<file path="src/hdl/clcd_pkg.sv">
// ----------------------------------------------------------------------------
// clcd_pkg
// Shared types, codes and the sequencer microprogram for the character LCD
// nibble interface.
// ----------------------------------------------------------------------------
package clcd_pkg;

   localparam int NumSteps = 22;
   localparam int PcWidth  = $clog2(NumSteps);

   localparam logic [9:0] EnPulseUsReset = 10'd20;

   localparam logic [7:0] CursorRow0Base = 8'h80;
   localparam logic [7:0] CursorRow1Base = 8'hC0;

   typedef logic [PcWidth-1:0] pc_type;

   typedef enum logic [2:0] {
      OP_INIT    = 3'd0,
      OP_COMMAND = 3'd1,
      OP_DATA    = 3'd2,
      OP_CURSOR  = 3'd3,
      OP_CLEAR   = 3'd4
   } op_type;

   localparam pc_type EntryInit  = pc_type'(0);
   localparam pc_type EntryByte  = pc_type'(18);
   localparam pc_type EntryClear = pc_type'(20);

   typedef enum logic [1:0] {
      ROW_0 = 2'd0,
      ROW_1 = 2'd1,
      ROW_2 = 2'd2,
      ROW_3 = 2'd3
   } row_type;

   // One control word per emitted nibble
   typedef struct packed {
      logic       use_data;     // nibble from the captured byte, else konst
      logic       high_half;
      logic [3:0] konst;
      logic [5:0] wait_before;
      logic [1:0] wait_after;
      logic       last;         // ends the program, back to idle
   } ucode_type;

   function automatic ucode_type uc(input logic use_data, input logic high_half,
                                    input logic [3:0] konst,
                                    input logic [5:0] wait_before,
                                    input logic [1:0] wait_after,
                                    input logic last);
      ucode_type w;
      w.use_data    = use_data;
      w.high_half   = high_half;
      w.konst       = konst;
      w.wait_before = wait_before;
      w.wait_after  = wait_after;
      w.last        = last;
      return w;
   endfunction

   function automatic ucode_type ucode_rom(input pc_type pc);
      ucode_type w;
      case (pc)
         // power-up sequence: 30 30 30 20 28 08 01 06 0C
         pc_type'(0):  w = uc(1'b0, 1'b1, 4'h3, 6'd50, 2'd0, 1'b0);
         pc_type'(1):  w = uc(1'b0, 1'b0, 4'h0, 6'd0,  2'd0, 1'b0);
         pc_type'(2):  w = uc(1'b0, 1'b1, 4'h3, 6'd5,  2'd0, 1'b0);
         pc_type'(3):  w = uc(1'b0, 1'b0, 4'h0, 6'd0,  2'd0, 1'b0);
         pc_type'(4):  w = uc(1'b0, 1'b1, 4'h3, 6'd1,  2'd0, 1'b0);
         pc_type'(5):  w = uc(1'b0, 1'b0, 4'h0, 6'd0,  2'd0, 1'b0);
         pc_type'(6):  w = uc(1'b0, 1'b1, 4'h2, 6'd10, 2'd0, 1'b0);
         pc_type'(7):  w = uc(1'b0, 1'b0, 4'h0, 6'd0,  2'd0, 1'b0);
         pc_type'(8):  w = uc(1'b0, 1'b1, 4'h2, 6'd10, 2'd0, 1'b0);
         pc_type'(9):  w = uc(1'b0, 1'b0, 4'h8, 6'd0,  2'd0, 1'b0);
         pc_type'(10): w = uc(1'b0, 1'b1, 4'h0, 6'd1,  2'd0, 1'b0);
         pc_type'(11): w = uc(1'b0, 1'b0, 4'h8, 6'd0,  2'd0, 1'b0);
         pc_type'(12): w = uc(1'b0, 1'b1, 4'h0, 6'd1,  2'd0, 1'b0);
         pc_type'(13): w = uc(1'b0, 1'b0, 4'h1, 6'd0,  2'd0, 1'b0);
         pc_type'(14): w = uc(1'b0, 1'b1, 4'h0, 6'd1,  2'd0, 1'b0);
         pc_type'(15): w = uc(1'b0, 1'b0, 4'h6, 6'd0,  2'd0, 1'b0);
         pc_type'(16): w = uc(1'b0, 1'b1, 4'h0, 6'd1,  2'd0, 1'b0);
         pc_type'(17): w = uc(1'b0, 1'b0, 4'hC, 6'd0,  2'd0, 1'b1);
         // command, data and cursor: captured byte
         pc_type'(18): w = uc(1'b1, 1'b1, 4'h0, 6'd0,  2'd0, 1'b0);
         pc_type'(19): w = uc(1'b1, 1'b0, 4'h0, 6'd0,  2'd0, 1'b1);
         // clear display, 2 ms settle
         pc_type'(20): w = uc(1'b0, 1'b1, 4'h0, 6'd0,  2'd0, 1'b0);
         pc_type'(21): w = uc(1'b0, 1'b0, 4'h1, 6'd0,  2'd2, 1'b1);
         default:      w = uc(1'b0, 1'b0, 4'h0, 6'd0,  2'd0, 1'b1);
      endcase
      return w;
   endfunction

endpackage

</file>
<file path="src/hdl/char_lcd_nibble_interface.sv">
// ----------------------------------------------------------------------------
// char_lcd_nibble_interface
// 4-bit character LCD controller: turns requests into nibble transfers.
// ----------------------------------------------------------------------------
// Each request transaction produces its nibble transfers one per clock while
// the result side is not stalling: two for command, data, cursor and clear,
// eighteen for init; unknown op codes produce none. A new request is taken
// the cycle after the final nibble is loaded into the output register; an
// unknown op code leaves the block idle for the next request. The pace is
// set by the microprogram step counter, which emits one control word per
// cycle while the result side is not stalling; a loaded nibble held by a
// result stall holds the step counter.
// ----------------------------------------------------------------------------
module char_lcd_nibble_interface (
   input  logic       clock,
   input  logic       reset,
   input  logic       csr_wr_en,
   input  logic [9:0] csr_wr_data,
   input  logic       req_valid,
   output logic       req_stall,
   input  logic [2:0] req_op,
   input  logic [7:0] req_byte_value,
   input  logic [1:0] req_row,
   input  logic [6:0] req_column,
   output logic       rsp_valid,
   input  logic       rsp_stall,
   output logic [5:0] rsp_wait_before_ms,
   output logic       rsp_register_select,
   output logic [3:0] rsp_nibble,
   output logic [1:0] rsp_wait_after_ms,
   output logic       rsp_last
);
   import clcd_pkg::*;

   logic      busy;
   ucode_type word;
   logic      accept, start, advance;
   pc_type    entry;
   logic      known_op;

   logic [9:0] en_pulse_us_ff, en_pulse_us_in;
   logic [7:0] data_ff, data_in;
   logic       rs_ff, rs_in;
   logic [7:0] cursor_addr;

   logic       rsp_valid_ff, rsp_valid_in;
   logic [5:0] wait_before_ff, wait_before_in;
   logic       register_select_ff, register_select_in;
   logic [3:0] nibble_ff, nibble_in;
   logic [1:0] wait_after_ff, wait_after_in;
   logic       last_ff, last_in;

   assign req_stall = busy;
   assign accept    = req_valid && !busy;
   assign advance   = busy && (!rsp_valid_ff || !rsp_stall);

   always_comb begin
      case (row_type'(req_row))
         ROW_0:   cursor_addr = CursorRow0Base | {1'b0, req_column};
         ROW_1:   cursor_addr = CursorRow1Base | {1'b0, req_column};
         default: cursor_addr = {1'b0, req_column};
      endcase
   end

   always_comb begin
      known_op = 1'b1;
      entry    = EntryByte;
      data_in  = data_ff;
      rs_in    = rs_ff;
      case (op_type'(req_op))
         OP_INIT: begin
            entry = EntryInit;
            rs_in = 1'b0;
         end
         OP_COMMAND: begin
            data_in = req_byte_value;
            rs_in   = 1'b0;
         end
         OP_DATA: begin
            data_in = req_byte_value;
            rs_in   = 1'b1;
         end
         OP_CURSOR: begin
            data_in = cursor_addr;
            rs_in   = 1'b0;
         end
         OP_CLEAR: begin
            entry = EntryClear;
            rs_in = 1'b0;
         end
         default: known_op = 1'b0;
      endcase
      if (!accept) begin
         data_in = data_ff;
         rs_in   = rs_ff;
      end
   end

   assign start = accept && known_op;

   clcd_sequencer u_seq (
      .clock   (clock),
      .reset   (reset),
      .start   (start),
      .entry   (entry),
      .advance (advance),
      .busy    (busy),
      .word    (word)
   );

   always_comb begin
      wait_before_in     = wait_before_ff;
      register_select_in = register_select_ff;
      nibble_in          = nibble_ff;
      wait_after_in      = wait_after_ff;
      last_in            = last_ff;
      rsp_valid_in       = rsp_valid_ff && rsp_stall;
      if (advance) begin
         rsp_valid_in       = 1'b1;
         wait_before_in     = word.wait_before;
         register_select_in = rs_ff;
         wait_after_in      = word.wait_after;
         last_in            = word.last;
         if (word.use_data) begin
            nibble_in = word.high_half ? data_ff[7:4] : data_ff[3:0];
         end else begin
            nibble_in = word.konst;
         end
      end
   end

   assign en_pulse_us_in = csr_wr_en ? csr_wr_data : en_pulse_us_ff;

   always_ff @(posedge clock) begin
      if (reset) begin
         rsp_valid_ff   <= 1'b0;
         en_pulse_us_ff <= EnPulseUsReset;
      end else begin
         rsp_valid_ff   <= rsp_valid_in;
         en_pulse_us_ff <= en_pulse_us_in;
      end
   end

   always_ff @(posedge clock) begin
      data_ff            <= data_in;
      rs_ff              <= rs_in;
      wait_before_ff     <= wait_before_in;
      register_select_ff <= register_select_in;
      nibble_ff          <= nibble_in;
      wait_after_ff      <= wait_after_in;
      last_ff            <= last_in;
   end

   assign rsp_valid           = rsp_valid_ff;
   assign rsp_wait_before_ms  = wait_before_ff;
   assign rsp_register_select = register_select_ff;
   assign rsp_nibble          = nibble_ff;
   assign rsp_wait_after_ms   = wait_after_ff;
   assign rsp_last            = last_ff;

   a_no_overwrite: assert property (@(posedge clock) disable iff (reset)
      rsp_valid_ff && rsp_stall |-> !advance)
      else $error("held transaction overwritten");

   a_wait_after_only_last: assert property (@(posedge clock) disable iff (reset)
      rsp_valid_ff && wait_after_ff != 2'd0 |-> last_ff)
      else $error("settle wait on a non-final nibble");

   a_pulse_write: assert property (@(posedge clock) disable iff (reset)
      csr_wr_en |=> en_pulse_us_ff == $past(csr_wr_data))
      else $error("enable pulse register not written");

endmodule

</file>
<file path="src/hdl/clcd_sequencer.sv">
// ----------------------------------------------------------------------------
// clcd_sequencer
// Step counter over the microprogram: starts at an entry point, steps once
// per advance and returns to idle after a word marked last.
// ----------------------------------------------------------------------------
module clcd_sequencer (
   input  logic               clock,
   input  logic               reset,
   input  logic               start,
   input  clcd_pkg::pc_type   entry,
   input  logic               advance,
   output logic               busy,
   output clcd_pkg::ucode_type word
);
   import clcd_pkg::*;

   pc_type pc_ff, pc_in;
   logic   busy_ff, busy_in;

   assign word = ucode_rom(pc_ff);
   assign busy = busy_ff;

   always_comb begin
      pc_in   = pc_ff;
      busy_in = busy_ff;
      if (start) begin
         pc_in   = entry;
         busy_in = 1'b1;
      end else if (advance) begin
         if (word.last) begin
            busy_in = 1'b0;
         end else begin
            pc_in = pc_ff + pc_type'(1);
         end
      end
   end

   always_ff @(posedge clock) begin
      if (reset) begin
         pc_ff   <= '0;
         busy_ff <= 1'b0;
      end else begin
         pc_ff   <= pc_in;
         busy_ff <= busy_in;
      end
   end

   a_hold_when_stalled: assert property (@(posedge clock) disable iff (reset)
      busy_ff && !advance |=> busy_ff && $stable(pc_ff))
      else $error("sequencer moved without advance");

   a_last_ends: assert property (@(posedge clock) disable iff (reset)
      advance && word.last |=> !busy_ff)
      else $error("sequencer still busy after last step");

   a_pc_range: assert property (@(posedge clock) disable iff (reset)
      busy_ff |-> pc_ff < pc_type'(NumSteps))
      else $error("step counter out of program");

   a_no_restart: assert property (@(posedge clock) disable iff (reset)
      start |-> !busy_ff)
      else $error("transaction started while busy");

endmodule

</file>
<file path="config.mk">
export PLATFORM = sky130hd
export DESIGN_NAME = char_lcd_nibble_interface
export DESIGN_NICKNAME = d
export VERILOG_FILES = /design/src/hdl/clcd_pkg.sv /design/src/hdl/char_lcd_nibble_interface.sv /design/src/hdl/clcd_sequencer.sv
export SDC_FILE = /design/constraint.sdc
export NUM_CORES = 1
export LEC_CHECK = 0
export BUFFER_PORTS_ARGS = -buffer_cell sky130_fd_sc_hd__clkbuf_2
export CAP_MARGIN = 10
export CELL_PAD_IN_SITES_DETAIL_PLACEMENT = 0
export CELL_PAD_IN_SITES_GLOBAL_PLACEMENT = 1
export CORE_ASPECT_RATIO = 1.4
export CORE_UTILIZATION = 42
export DETAILED_ROUTE_END_ITERATION = 8
export GPL_ROUTABILITY_DRIVEN = 0
export PLACE_DENSITY_LB_ADDON = 0.1
export SYNTH_ARGS = -nofsm -noshare
export SYNTH_HDL_FRONTEND = slang
export SYNTH_SLANG_ARGS = --single-unit
export TNS_END_PERCENT = 20
</file>
<file path="constraint.sdc">
create_clock -name clock -period 3.94 [get_ports clock]
set_input_delay 0.788 -clock clock [delete_from_list [all_inputs] [get_ports clock]]
set_output_delay 0.788 -clock clock [all_outputs]
set_load 0.01 [all_outputs]
</file>
==> results.md <==
* Worst-Skew Late Latency at 0.29 ns
* Post-synthesis mux area share at 7.40%
* Compound-Gate Fraction of Synth Area at 13.8%
* Max Slew Vio Count at 0
* 1st-pass router iterations at 6
* Outcome: completed
* Most common cell after layout, fill and taps aside: clkbuf_2
* Maximum clock frequency at 412 MHz
* Register area share after synthesis at 59.2%
* Io pins at 51
* Flop-to-flop setup slack at 1.63 ns
* Core area at 0.00395 mm2
* H-tree lvl count at 2
* Relative slew slack at 55.3%
* Synth Cell Area at 0.00174 mm2
* CTS tree: yes
* Post-route ant nets at 0
* Wire per inst at 14.1 um
* Clock power frac at 38.7%
* TNS Setup at 0 ns
* Post-Synth Adder-Cell Area at 0.719%
* Drt drc at 0
* Via count at 1,239
* Req. time, crit path at 4.16 ns
* Leakage at 0.000891 uW
* Mapped Nets at 190
* RSZ-0062 raised after global routing: false
* Sw Share at 22.8%
* Critical path type: in -> reg
* Initial Utilization at 44.0%
* Min cycle time layout at 2.42 ns
* Simple-gate area share of the yosys netlist at 14.0%
* Row count at 27
* Slack of the critical path at 1.52 ns
* Maximum capacitance violations at 0
* Clock skew at 0.00416 ns
* FFs w/ async S/R, synth at 0%
* Gr usage total at 16.8%
* CTS max path bufs at 2
* Yosys reg bits at 41
* Most frequent cells in the layout: clkbuf_2, edfxtp_1, dfxtp_1, a21oi_1, nor2_1
* NetSw at 223 uW
* Fin. Hold Viols at 0
* Combinational family with the most area after synthesis: simple AND/OR/NAND/NOR gates
* Comb power frac at 10.7%
* CP Capture Type: flip-flop
* Period utilization at 61.5%
* Clock Tree Root: clkbuf_8
* TritonCTS Buffers at 5
* YS warnings at 0
* Total clock sinks at 41
* Area leader, netlist: edfxtp_1
* P_int at 756 uW
* Yosys top cell area share at 36.2%
* Post-CTS setup buffers at 0
* Routed vias/inst at 5.23
* Layout cell share with drive strength beyond 1 at 32.5%
* Mapped Avg Cell Area at 11.3 um2
* Power Dens Cells at 469 mW/mm2
* Hpwl dp at 2480 um
* Sequential share of power at 50.6%
* Main synth FF type: edfxtp_1
* Port Buffer Count at 38
* Drt initial violations at 36
* Die height at 78.2 um
* Number of synthesized flops with an enable pin at 21
* Area grow syn2layout at 20.1%
* Global-route wire length before repair at 5630 um
* Mapped Cells at 154
* Routed WL at 3350 um
* Die area at 0.00441 mm2
* Startpoint types: primary input
* Largest net degree at the start of global routing at 18
* Post-CTS sizing at 0
* Antenna diodes at 0
* Number of global-route vias before repair at 1,240
* Die Wd at 56.4 um
* Maximum vdd drop at 0.406 mV
* WP data arrival at 2.64 ns
* Synth Area in XOR/XNOR at 0.503%
* Layout net count at 229
* Largest fanout on the critical path at 7
* Largest cells by area after synthesis: edfxtp_1, dfxtp_1, mux2_2, a21oi_1, mux2i_1
* GR Overflow Total at 0
* Post-synthesis cell type count at 49
* Tightest Pin Transition at 0.668 ns
* Worst slack at placement at 1.18 ns
* CTS clk-pin slew, worst paths at 0.08 ns
* Antenna violations before repair at 0
* Final setup fails at 0
* Type of the worst min-delay path: reg -> reg
* Hold Buf Count CTS at 0
-- through the flow --
| step | hold WS [ns] | utilization, % | area, um2 | std cells | total power, uW |
|---|---|---|---|---|---|
| floorplan | 0.386 | - | 1740 | 154 | 572 |
| global placement | 0.388 | 49.5 | 1960 | 229 | 607 |
| detailed placement | 0.389 | 49.5 | 1960 | 229 | 611 |
| CTS | 0.408 | 52.9 | 2090 | 237 | 989 |
| global route | 0.413 | 52.9 | 2090 | 237 | 1020 |
| finish | 0.409 | 52.9 | 2090 | 237 | 979 |
-- power by group through the flow --
stage	Combinational, uW	Clock (uW)	Sequential (uW)
floorplan	65.1	0	506
global placement	103	0	504
finish	105	379	495
detailed placement	106	0	506
CTS	106	387	496
global route	117	405	498
-- sequential cells by signal, summed over array words and instances (netlist names) --
register	cells
rsp_last	1
rsp_valid	1
rsp_wait_after_ms	1
rsp_nibble	4
u_seq.word	13
data_ff	8
rsp_wait_before_ms	5
u_seq.pc_ff	5
u_seq.busy	1
rs_ff	1
rsp_register_select	1
-- synth_stat cells (2+ instances only) --
cell type / number
edfxtp_1: 21
mux2_2: 7
a21oi_1: 14
clkbuf_1: 2
dfxtp_1: 20
a311oi_1: 2
nor2_1: 12
nand2_1: 10
o21ai_0: 4
buf_1: 2
nor3_1: 4
nand3_1: 7
inv_1: 6
mux2i_1: 5
o21ai_1: 2
inv_2: 2
buf_4: 2
-- cell families (layout without fill, tap and decap cells) --
kind of cell | after synthesis | count (layout)
and+or+nand+nor | 47 | 47
DFF | 41 | 41
AOI/OAI and AO/OA | 35 | 35
buffers and inverters | 16 | 56
muxes | 12 | 12
adders and majority gates | 1 | 1
other | 1 | 1
xor gates and xnor gates | 1 | 1
-- worst paths after layout --
kind | to | depth (start not counted) | start
hold / removal | rsp_wait_before_ms[1] | 0 | u_seq.word[4]
setup / recovery | u_seq.word[3] | 8 | req_op[0]
setup reg to reg | u_seq.word[12] | 5 | u_seq.busy
hold reg to reg | rsp_wait_before_ms[1] | 0 | u_seq.word[4]
-- per-layer routing --
| metal | up-vias | global-route usage, % | routed length, um |
|---|---|---|---|
| met5 | - | 0 | 0 |
| met4 | 0 | 7.32 | 25 |
| met3 | 2 | 4.61 | 132 |
| met2 | 27 | 30.0 | 1830 |
| met1 | 571 | 18.4 | 1360 |
| li1 | 639 | - | - |
-- critical path, stage by stage --
cell	delay, ns
clkbuf_2	0.12
nor4b_1	0.49
a311oi_1	0.11
or4_4	0.48
inv_2	0.13
or2_1	0.23
nand3_1	0.10
a21oi_1	0.19
-- cell type report --
| class | count | area, um2 |
|---|---|---|
| inverters | 9 | 36.3 |
| clock inverters | 2 | 38.8 |
| flip-flops and latches | 41 | 1030 |
| fillers | 369 | 1860 |
| well taps | 43 | 53.8 |
| clock buffers | 6 | 93.8 |
| multi-input cells | 97 | 638 |
| repair buffers | 39 | 198 |
(Power assumes the default switching activity.)
